[src/hw/rtl/proximity_dispense_controller_defines.svh]
// Assertion macros used by the dispenser controller top level.
`ifndef PROXIMITY_DISPENSE_CONTROLLER_DEFINES_SVH
`define PROXIMITY_DISPENSE_CONTROLLER_DEFINES_SVH

// Same-cycle implication, disabled while reset is asserted.
`define PDC_ASSERT_NOW(label, clk, rst_n, ante, cons) \
    label: assert property (@(posedge clk) disable iff (!rst_n) (ante) |-> (cons)) \
        else $error("pdc assertion failed");

// Next-cycle implication, disabled while reset is asserted.
`define PDC_ASSERT_NEXT(label, clk, rst_n, ante, cons) \
    label: assert property (@(posedge clk) disable iff (!rst_n) (ante) |=> (cons)) \
        else $error("pdc assertion failed");

`endif

[src/hw/rtl/pdc_pkg.sv]
// Shared types and constants of the dispenser controller.
`default_nettype none

package pdc_pkg;

    localparam int DIST_W      = 12;
    localparam int TIME_W      = 32;
    localparam int CH_W        = 2;
    localparam int MASK_W      = 4;
    localparam int CFG_INDEX_W = 3;
    localparam int CFG_DATA_W  = 32;

    // Command codes of an input word.
    localparam logic CMD_TICK   = 1'b0;
    localparam logic CMD_SAMPLE = 1'b1;

    // Configuration register indexes.
    localparam logic [CFG_INDEX_W-1:0] REG_ACTIVATE_NEAR_LIMIT = 3'd0;
    localparam logic [CFG_INDEX_W-1:0] REG_ACTIVATE_FLOOR      = 3'd1;
    localparam logic [CFG_INDEX_W-1:0] REG_RELEASE_DISTANCE    = 3'd2;
    localparam logic [CFG_INDEX_W-1:0] REG_RELEASE_CEILING     = 3'd3;
    localparam logic [CFG_INDEX_W-1:0] REG_COOL_OFF_MS         = 3'd4;
    localparam logic [CFG_INDEX_W-1:0] REG_DISPENSE_MS         = 3'd5;

    // Configuration register file contents.
    typedef struct packed {
        logic [DIST_W-1:0] activate_near_limit;
        logic [DIST_W-1:0] activate_floor;
        logic [DIST_W-1:0] release_distance;
        logic [DIST_W-1:0] release_ceiling;
        logic [TIME_W-1:0] cool_off_ms;
        logic [TIME_W-1:0] dispense_ms;
    } cfg_t;

    // Word being processed, broadcast to every channel.
    typedef struct packed {
        logic              step;
        logic              tick;
        logic [DIST_W-1:0] distance_mm;
        logic [TIME_W-1:0] now_ms;
    } item_ctl_t;

    // Per-channel outcome of the word being processed.
    typedef struct packed {
        logic valve;
        logic started;
        logic stopped;
    } chan_status_t;

endpackage

`default_nettype wire

[src/hw/rtl/proximity_dispense_controller.sv]
// Top level of the multi-channel touchless dispenser controller.
// The block takes one word per cycle while item_stall is low and returns one result word per
// input word: a tick advances the millisecond clock and times out running dispenses, a distance
// sample may start or stop the valve of its channel. A word is held in an input register, all
// channels compute their update from it, and the result lands in an output register when the
// word advances, so a new word can be taken while the last result waits in the output register.
// The input side stalls only while both registers are full and the receiver holds the result.
// Configuration writes are always ready and take effect at once, so they must only be issued
// while no word is in flight.
`default_nettype none

`include "proximity_dispense_controller_defines.svh"

module proximity_dispense_controller #(
    parameter int CHANNELS = 4
) (
    input  wire logic                             clk,
    input  wire logic                             rst_n,
    // Input words
    input  wire logic                             item_valid,
    output logic                                  item_stall,
    input  wire logic                             cmd,
    input  wire logic [pdc_pkg::CH_W-1:0]         channel,
    input  wire logic [pdc_pkg::DIST_W-1:0]       distance_mm,
    // Result words
    output logic                                  result_valid,
    input  wire logic                             result_stall,
    output logic [pdc_pkg::MASK_W-1:0]            valve_states,
    output logic [pdc_pkg::MASK_W-1:0]            started_mask,
    output logic [pdc_pkg::MASK_W-1:0]            stopped_mask,
    // Configuration writes
    input  wire logic                             cfg_valid,
    output logic                                  cfg_ready,
    input  wire logic [pdc_pkg::CFG_INDEX_W-1:0]  cfg_index,
    input  wire logic [pdc_pkg::CFG_DATA_W-1:0]   cfg_data
);
    import pdc_pkg::*;

    cfg_t              cfg_reg;
    logic              in_valid_reg, in_valid_next;
    logic              cmd_reg;
    logic [CH_W-1:0]   channel_reg;
    logic [DIST_W-1:0] dist_reg;
    logic [TIME_W-1:0] now_ms_reg;
    logic [TIME_W-1:0] now_cur;
    logic              out_valid_reg, out_valid_next;
    logic [MASK_W-1:0] valve_reg, started_reg, stopped_reg;
    logic [MASK_W-1:0] valve_vec, started_vec, stopped_vec;
    logic              accept;
    logic              adv;
    item_ctl_t         ctl;
    chan_status_t      status [CHANNELS];

    // Configuration registers.
    assign cfg_ready = 1'b1;

    always_ff @(posedge clk or negedge rst_n)
    begin
        if (!rst_n)
        begin
            cfg_reg.activate_near_limit <= 12'd100;
            cfg_reg.activate_floor      <= 12'd20;
            cfg_reg.release_distance    <= 12'd150;
            cfg_reg.release_ceiling     <= 12'd4000;
            cfg_reg.cool_off_ms         <= 32'd2000;
            cfg_reg.dispense_ms         <= 32'd5000;
        end
        else if (cfg_valid && cfg_ready)
        begin
            case (cfg_index)
                REG_ACTIVATE_NEAR_LIMIT: cfg_reg.activate_near_limit <= cfg_data[DIST_W-1:0];
                REG_ACTIVATE_FLOOR:      cfg_reg.activate_floor      <= cfg_data[DIST_W-1:0];
                REG_RELEASE_DISTANCE:    cfg_reg.release_distance    <= cfg_data[DIST_W-1:0];
                REG_RELEASE_CEILING:     cfg_reg.release_ceiling     <= cfg_data[DIST_W-1:0];
                REG_COOL_OFF_MS:         cfg_reg.cool_off_ms         <= cfg_data[TIME_W-1:0];
                REG_DISPENSE_MS:         cfg_reg.dispense_ms         <= cfg_data[TIME_W-1:0];
                default:                 ;
            endcase
        end
    end

    // Handshake: the held word advances whenever the result register can take it.
    assign adv            = in_valid_reg && (!out_valid_reg || !result_stall);
    assign item_stall     = in_valid_reg && !adv;
    assign accept         = item_valid && !item_stall;
    assign in_valid_next  = accept || (in_valid_reg && !adv);
    assign out_valid_next = adv || (out_valid_reg && result_stall);

    // Input register.
    always_ff @(posedge clk or negedge rst_n)
    begin
        if (!rst_n)
        begin
            in_valid_reg <= 1'b0;
        end
        else
        begin
            in_valid_reg <= in_valid_next;
        end
    end

    always_ff @(posedge clk)
    begin
        if (accept)
        begin
            cmd_reg     <= cmd;
            channel_reg <= channel;
            dist_reg    <= distance_mm;
        end
    end

    // Millisecond clock; a tick sees the advanced time.
    assign now_cur = (cmd_reg == CMD_TICK) ? now_ms_reg + 32'd1 : now_ms_reg;

    always_ff @(posedge clk or negedge rst_n)
    begin
        if (!rst_n)
        begin
            now_ms_reg <= '0;
        end
        else if (adv && (cmd_reg == CMD_TICK))
        begin
            now_ms_reg <= now_cur;
        end
    end

    assign ctl.step        = adv;
    assign ctl.tick        = (cmd_reg == CMD_TICK);
    assign ctl.distance_mm = dist_reg;
    assign ctl.now_ms      = now_cur;

    // One update unit per channel; samples reach only channels the index field can name.
    for (genvar i = 0; i < CHANNELS; i++)
    begin : g_chan
        logic hit;
        assign hit = (cmd_reg == CMD_SAMPLE) && (32'(channel_reg) == i);
        pdc_channel u_chan (
            .clk    (clk),
            .rst_n  (rst_n),
            .cfg    (cfg_reg),
            .ctl    (ctl),
            .hit    (hit),
            .status (status[i])
        );
    end

    // Only the first four channels appear in the result fields.
    for (genvar j = 0; j < MASK_W; j++)
    begin : g_mask
        if (j < CHANNELS)
        begin : g_used
            assign valve_vec[j]   = status[j].valve;
            assign started_vec[j] = status[j].started;
            assign stopped_vec[j] = status[j].stopped;
        end
        else
        begin : g_unused
            assign valve_vec[j]   = 1'b0;
            assign started_vec[j] = 1'b0;
            assign stopped_vec[j] = 1'b0;
        end
    end

    // Result register.
    always_ff @(posedge clk or negedge rst_n)
    begin
        if (!rst_n)
        begin
            out_valid_reg <= 1'b0;
        end
        else
        begin
            out_valid_reg <= out_valid_next;
        end
    end

    always_ff @(posedge clk)
    begin
        if (adv)
        begin
            valve_reg   <= valve_vec;
            started_reg <= started_vec;
            stopped_reg <= stopped_vec;
        end
    end

    assign result_valid = out_valid_reg;
    assign valve_states = valve_reg;
    assign started_mask = started_reg;
    assign stopped_mask = stopped_reg;

    // Checks on the update logic and the stage handshake.
    `PDC_ASSERT_NOW(a_stop_closes, clk, rst_n, out_valid_reg, (stopped_reg & valve_reg) == '0)
    `PDC_ASSERT_NOW(a_start_opens, clk, rst_n, out_valid_reg,
                    (started_reg & ~stopped_reg & ~valve_reg) == '0)
    `PDC_ASSERT_NEXT(a_tick_no_start, clk, rst_n, adv && (cmd_reg == CMD_TICK),
                     started_reg == '0)
    `PDC_ASSERT_NOW(a_stall_full, clk, rst_n, item_stall, in_valid_reg && out_valid_reg)

endmodule

`default_nettype wire

[src/hw/rtl/pdc_channel.sv]
// State and update logic of one dispenser channel.
`default_nettype none

module pdc_channel (
    input  wire logic                 clk,
    input  wire logic                 rst_n,
    input  wire pdc_pkg::cfg_t        cfg,
    input  wire pdc_pkg::item_ctl_t   ctl,
    input  wire logic                 hit,
    output pdc_pkg::chan_status_t     status
);
    import pdc_pkg::*;

    logic              valve_reg, valve_next;
    logic              latch_reg, latch_next;
    logic              run_reg, run_next;
    logic [TIME_W-1:0] tstart_reg, tstart_next;
    logic [TIME_W-1:0] cstart_reg, cstart_next;
    logic              started, stopped;

    logic              activate;
    logic              in_release;
    logic              far;
    logic              cool_ok;
    logic              timed_out;
    logic [TIME_W-1:0] run_time;
    logic [TIME_W-1:0] cool_time;

    // Distance and elapsed-time tests, all modulo 2^32 for the times.
    assign activate   = (ctl.distance_mm <= cfg.activate_near_limit) &&
                        (ctl.distance_mm >  cfg.activate_floor);
    assign far        = (ctl.distance_mm >= cfg.release_distance);
    assign in_release = far && (ctl.distance_mm < cfg.release_ceiling);
    assign run_time   = ctl.now_ms - tstart_reg;
    assign cool_time  = ctl.now_ms - cstart_reg;
    assign timed_out  = (run_time >= cfg.dispense_ms);
    assign cool_ok    = (cool_time >= cfg.cool_off_ms);

    // Next state: a tick checks the timeout, a sample runs start, removal and latch steps.
    always_comb
    begin
        valve_next  = valve_reg;
        latch_next  = latch_reg;
        run_next    = run_reg;
        tstart_next = tstart_reg;
        cstart_next = cstart_reg;
        started     = 1'b0;
        stopped     = 1'b0;
        if (ctl.tick)
        begin
            if (run_reg && timed_out)
            begin
                valve_next  = 1'b0;
                run_next    = 1'b0;
                cstart_next = ctl.now_ms;
                stopped     = 1'b1;
            end
        end
        else if (hit)
        begin
            if (activate)
            begin
                if (!valve_reg && cool_ok && !latch_reg)
                begin
                    latch_next  = 1'b1;
                    valve_next  = 1'b1;
                    run_next    = 1'b1;
                    tstart_next = ctl.now_ms;
                    started     = 1'b1;
                end
            end
            else if (in_release && valve_reg)
            begin
                valve_next  = 1'b0;
                run_next    = 1'b0;
                cstart_next = ctl.now_ms;
                stopped     = 1'b1;
            end
            if (latch_next && far)
            begin
                latch_next = 1'b0;
                if (valve_next)
                begin
                    valve_next  = 1'b0;
                    run_next    = 1'b0;
                    cstart_next = ctl.now_ms;
                    stopped     = 1'b1;
                end
            end
        end
    end

    // Channel state advances when the word moves to the result register.
    always_ff @(posedge clk or negedge rst_n)
    begin
        if (!rst_n)
        begin
            valve_reg  <= 1'b0;
            latch_reg  <= 1'b0;
            run_reg    <= 1'b0;
            tstart_reg <= '0;
            cstart_reg <= '0;
        end
        else if (ctl.step)
        begin
            valve_reg  <= valve_next;
            latch_reg  <= latch_next;
            run_reg    <= run_next;
            tstart_reg <= tstart_next;
            cstart_reg <= cstart_next;
        end
    end

    assign status.valve   = valve_next;
    assign status.started = started;
    assign status.stopped = stopped;

endmodule

`default_nettype wire

[config.mk]
export PLATFORM = sky130hd
export DESIGN_NAME = proximity_dispense_controller
export DESIGN_NICKNAME = d
export VERILOG_FILES = /design/src/hw/rtl/pdc_pkg.sv /design/src/hw/rtl/proximity_dispense_controller.sv /design/src/hw/rtl/pdc_channel.sv
export VERILOG_INCLUDE_DIRS = /design/src /design/src/hw/rtl
export SDC_FILE = /design/constraint.sdc
export NUM_CORES = 2
export LEC_CHECK = 0
export BUFFER_PORTS_ARGS = -buffer_cell sky130_fd_sc_hd__buf_2
export CAP_MARGIN = 25
export CORE_MARGIN = 10
export CORE_UTILIZATION = 40
export DETAILED_ROUTE_END_ITERATION = 8
export GPL_ROUTABILITY_DRIVEN = 1
export MAX_ROUTING_LAYER = met4
export PLACE_DENSITY = 0.54
export REMOVE_ABC_BUFFERS = 1
export SLEW_MARGIN = 20
export SYNTH_ARGS = -nofsm -noshare
export SYNTH_HDL_FRONTEND = slang
export SYNTH_SLANG_ARGS = --single-unit
[constraint.sdc]
create_clock -name clk -period 20.5 [get_ports clk]
set_input_delay 4.1 -clock clk [delete_from_list [all_inputs] [get_ports clk]]
set_output_delay 4.1 -clock clk [all_outputs]
set_load 0.01 [all_outputs]
==> impl_metrics.py <==
metrics = {
    "run_status": {
        "outcome": "complete, no violations",
    },
    "place": {
        "place_inst": 5206,
        "port_buffers": 68,
        "placed_cell_area_sq_mm": 0.0376,
        "globalplace.congestion": 0.891,
        "pre_cts_slack_ps": 11270,
        "post-dp-hpwl_um": 79200,
    },
    "timing": {
        "skew_ps": 20.7,
        "fmax_ghz": 0.108,
        "holdWs_ps": 487,
        "final.setup.tns_ps": 0,
        "fin_ws_ps": 11260,
        "setup_violations": 0,
        "min_period_over_period_pct": 45.1,
        "hold_violations": 0,
        "min_period_ps": 9240,
        "tightestPinTransition_ps": 1090,
        "slew_violations": 0,
        "rsz0062_at_grt": "no",
        "relSlewSlack_pct": 25.1,
    },
    "route": {
        "first_iter_violations": 1640,
        "top_layer": "met4",
        "post-route-drc-count": 0,
        "dr_wl_met2_um": 45500,
        "met3_length_um": 4310,
        "finalWirelength_um": 102000,
        "post_drt_wl_per_cell_um": 19.2,
        "via_per_inst": 5.35,
        "drt-pass1-iter-count": 5,
        "vias": 28400,
        "ant_nets": 0,
        "wl_met1_um": 49600,
    },
    "yosys": {
        "ys_seq_area_share_pct": 31.3,
        "synth-adder-area-share_pct": 19.7,
        "yosys.area.top_type": "dfrtp_1",
        "async_flop_share_pct": 93.9,
        "ys_ff_latch": 441,
        "synthTopCellsByArea": "dfrtp_1 (27%), ha_1 (19%), a21oi_1 (4.8%), inv_1 (4.7%), xnor2_1 (4.7%)",
        "yosys_warnings": 0,
        "yosys.area_share.simple_pct": 12.8,
        "synthFlopType": "dfrtp_1",
        "synthXorXnorAreaFrac_pct": 6.66,
        "synthMuxAreaShare_pct": 5.18,
        "ys_top_cells_by_count": "ha_1 (552), inv_1 (448), dfrtp_1 (388)",
        "syn_inst": 4017,
        "synthesis.area_sq_mm": 0.0358,
        "synth_top_area_share_pct": 27.1,
        "postSynthAreaPerCell_sq_um": 8.92,
        "synth-compound-area-share_pct": 18.7,
        "synth_top_family_by_area": "adder cells",
        "synth_edf_count": 27,
        "synth_most_common_cell": "ha_1",
        "yosysUniqueCellTypes": 91,
    },
    "clock_tree": {
        "clk_latency_ps": 640,
        "cts_buffer_depth": 3,
        "cts.sinks": 441,
        "clk_pin_slew_ps": 60,
        "cts_buffers": 54,
        "cts_tree": "built",
        "hold_buffers": 0,
        "htreeDepth": 2,
        "clockRootBuffer": "clkbuf_16",
        "cts_resized": 0,
        "cts_setup_buffers": 0,
    },
    "global_routing": {
        "grt_max_degree": 94,
        "grt_pass1_vias": 28300,
        "grt.overflow.total": 0,
        "grt_pass1_wl_um": 161000,
        "grtUsageTotal_pct": 20.4,
        "antenna_found_initial": 6,
    },
    "power_and_ir_drop": {
        "ir_worst_vdd_mv": 0.0870,
        "leakage_nw": 20.5,
        "power_density_mw_per_mm2": 134,
    },
    "floorplan": {
        "die_w_um": 319,
        "ios": 70,
        "die_area_sq_mm": 0.102,
        "die_y_um": 319,
        "initial_core_util_pct": 40.4,
        "rows": 109,
        "core_region_area_sq_mm": 0.0886,
    },
    "cells_and_area": {
        "final_cells": 5310,
        "fin_area_sq_mm": 0.0395,
        "drive_gt1_share_pct": 7.63,
        "area_growth_pct": 10.4,
        "fillCellCount": 8733,
        "regArea_sq_mm": 0.0112,
        "nets": 4713,
        "multiInputGateArea_sq_mm": 0.0227,
    },
    "setup_path": {
        "crit_fanout": 31,
        "r2r-end": "g_chan[1].u_chan.cstart_reg[31]",
        "ff2ff_setup_slack_ps": 11260,
        "startpoint_type": "flop",
        "arrival_ps": 9760,
        "reg2reg_depth": 29,
        "cp_slowest_cell": "nor4_1",
        "cp-end-kind": "flop",
        "rr_startpoint": "now_ms_reg[0]",
        "required_ps": 21010,
        "slowest_delay_ps": 860,
        "crit_type": "flop to flop",
    },
    "job": {
        "maxCapViolCount": 0,
    },
    "worst_hold_path": {
        "worstHoldPathCells": 2,
        "min_path_type": "flop to flop",
        "worst_hold_path.endpoint": "g_chan[0].u_chan.tstart_reg[28]",
        "min_from": "g_chan[0].u_chan.tstart_reg[28]",
    },
}
-- cells in the final DEF (no fill, tap or decap), types with 58 or more instances in the layout --
cell type / netlist / layout
a21o_1: 205 / 204
a21oi_1: 341 / 339
buf_2: 13 / 67
dfrtp_1: 388 / 388
ha_1: 552 / 552
inv_1: 448 / 448
mux2_2: 58 / 58
mux2i_1: 120 / 120
nand2_1: 272 / 271
nand3_1: 69 / 69
nand4_1: 62 / 62
nor2_1: 279 / 279
nor3_1: 59 / 58
o21ai_0: 269 / 269
xnor2_1: 191 / 190
xor2_1: 78 / 78
-- cell type report --
class                      count  share of cell area (%)
sequential                   441                    28.3
multi-input combinational   3048                    57.3
antenna                        4                  0.0253
clock inverter                28                    1.09
clock buffer                  71                    3.71
inverter                     450                    4.27
timing repair buffer         103                    1.55
tap                         1165                    3.69
-- critical path, delay by kind of cell, from the launching register on --
| kind | cells | cell delay, ps |
|---|---|---|
| compound gates | 12 | 3060 |
| buf+inv | 2 | 1060 |
| simple gates | 9 | 2290 |
| fa+ha+maj | 3 | 990 |
| flops | 1 | 510 |
| mux | 1 | 400 |
| xor+xnor | 2 | 750 |
-- stage by stage --
step / power [mW] / util [%]
final: 5.29 / 44.6
after global routing: 5.83 / 44.6
after CTS: 5.33 / 44.6
after detailed placement: 4.25 / 42.4
after global placement: 4.22 / 42.4
after floorplan: 3.44 / -
-- where the power goes --
part	internal [mW]	switching (mW)
Combinational	1.31	1.74
Sequential	1.10	0.0968
Clock	0.620	0.421
-- layer usage --
metal / up-vias / GRT usage, %
met3: 112 / 2.65
met4: 0 / 4.93
met1: 13500 / 27.6
li1: 14300 / -
met5: - / -
met2: 481 / 32.1
-- cell families after synthesis --
family | after synthesis
AND/OR/NAND/NOR | 959
AO/OA/AOI/OAI | 1080
buffers and inverters | 528
other | 1
flip-flops | 441
adder cells (fa/ha/maj) | 560
XOR/XNOR | 270
multiplexers | 178
-- worst max path at each step --
stage | start | to | slack [ps]
floorplan | cmd_reg | g_chan[3].u_chan.cstart_reg[31] | 11960
global placement | cmd_reg | g_chan[1].u_chan.cstart_reg[31] | 11470
detailed placement | now_ms_reg[0] | g_chan[1].u_chan.cstart_reg[31] | 11270
CTS | now_ms_reg[0] | g_chan[1].u_chan.cstart_reg[31] | 11210
global route | cmd_reg | g_chan[1].u_chan.cstart_reg[31] | 10450
finish | now_ms_reg[0] | g_chan[1].u_chan.cstart_reg[31] | 11260
No activity file was read; power rests on OpenSTA's default activity.
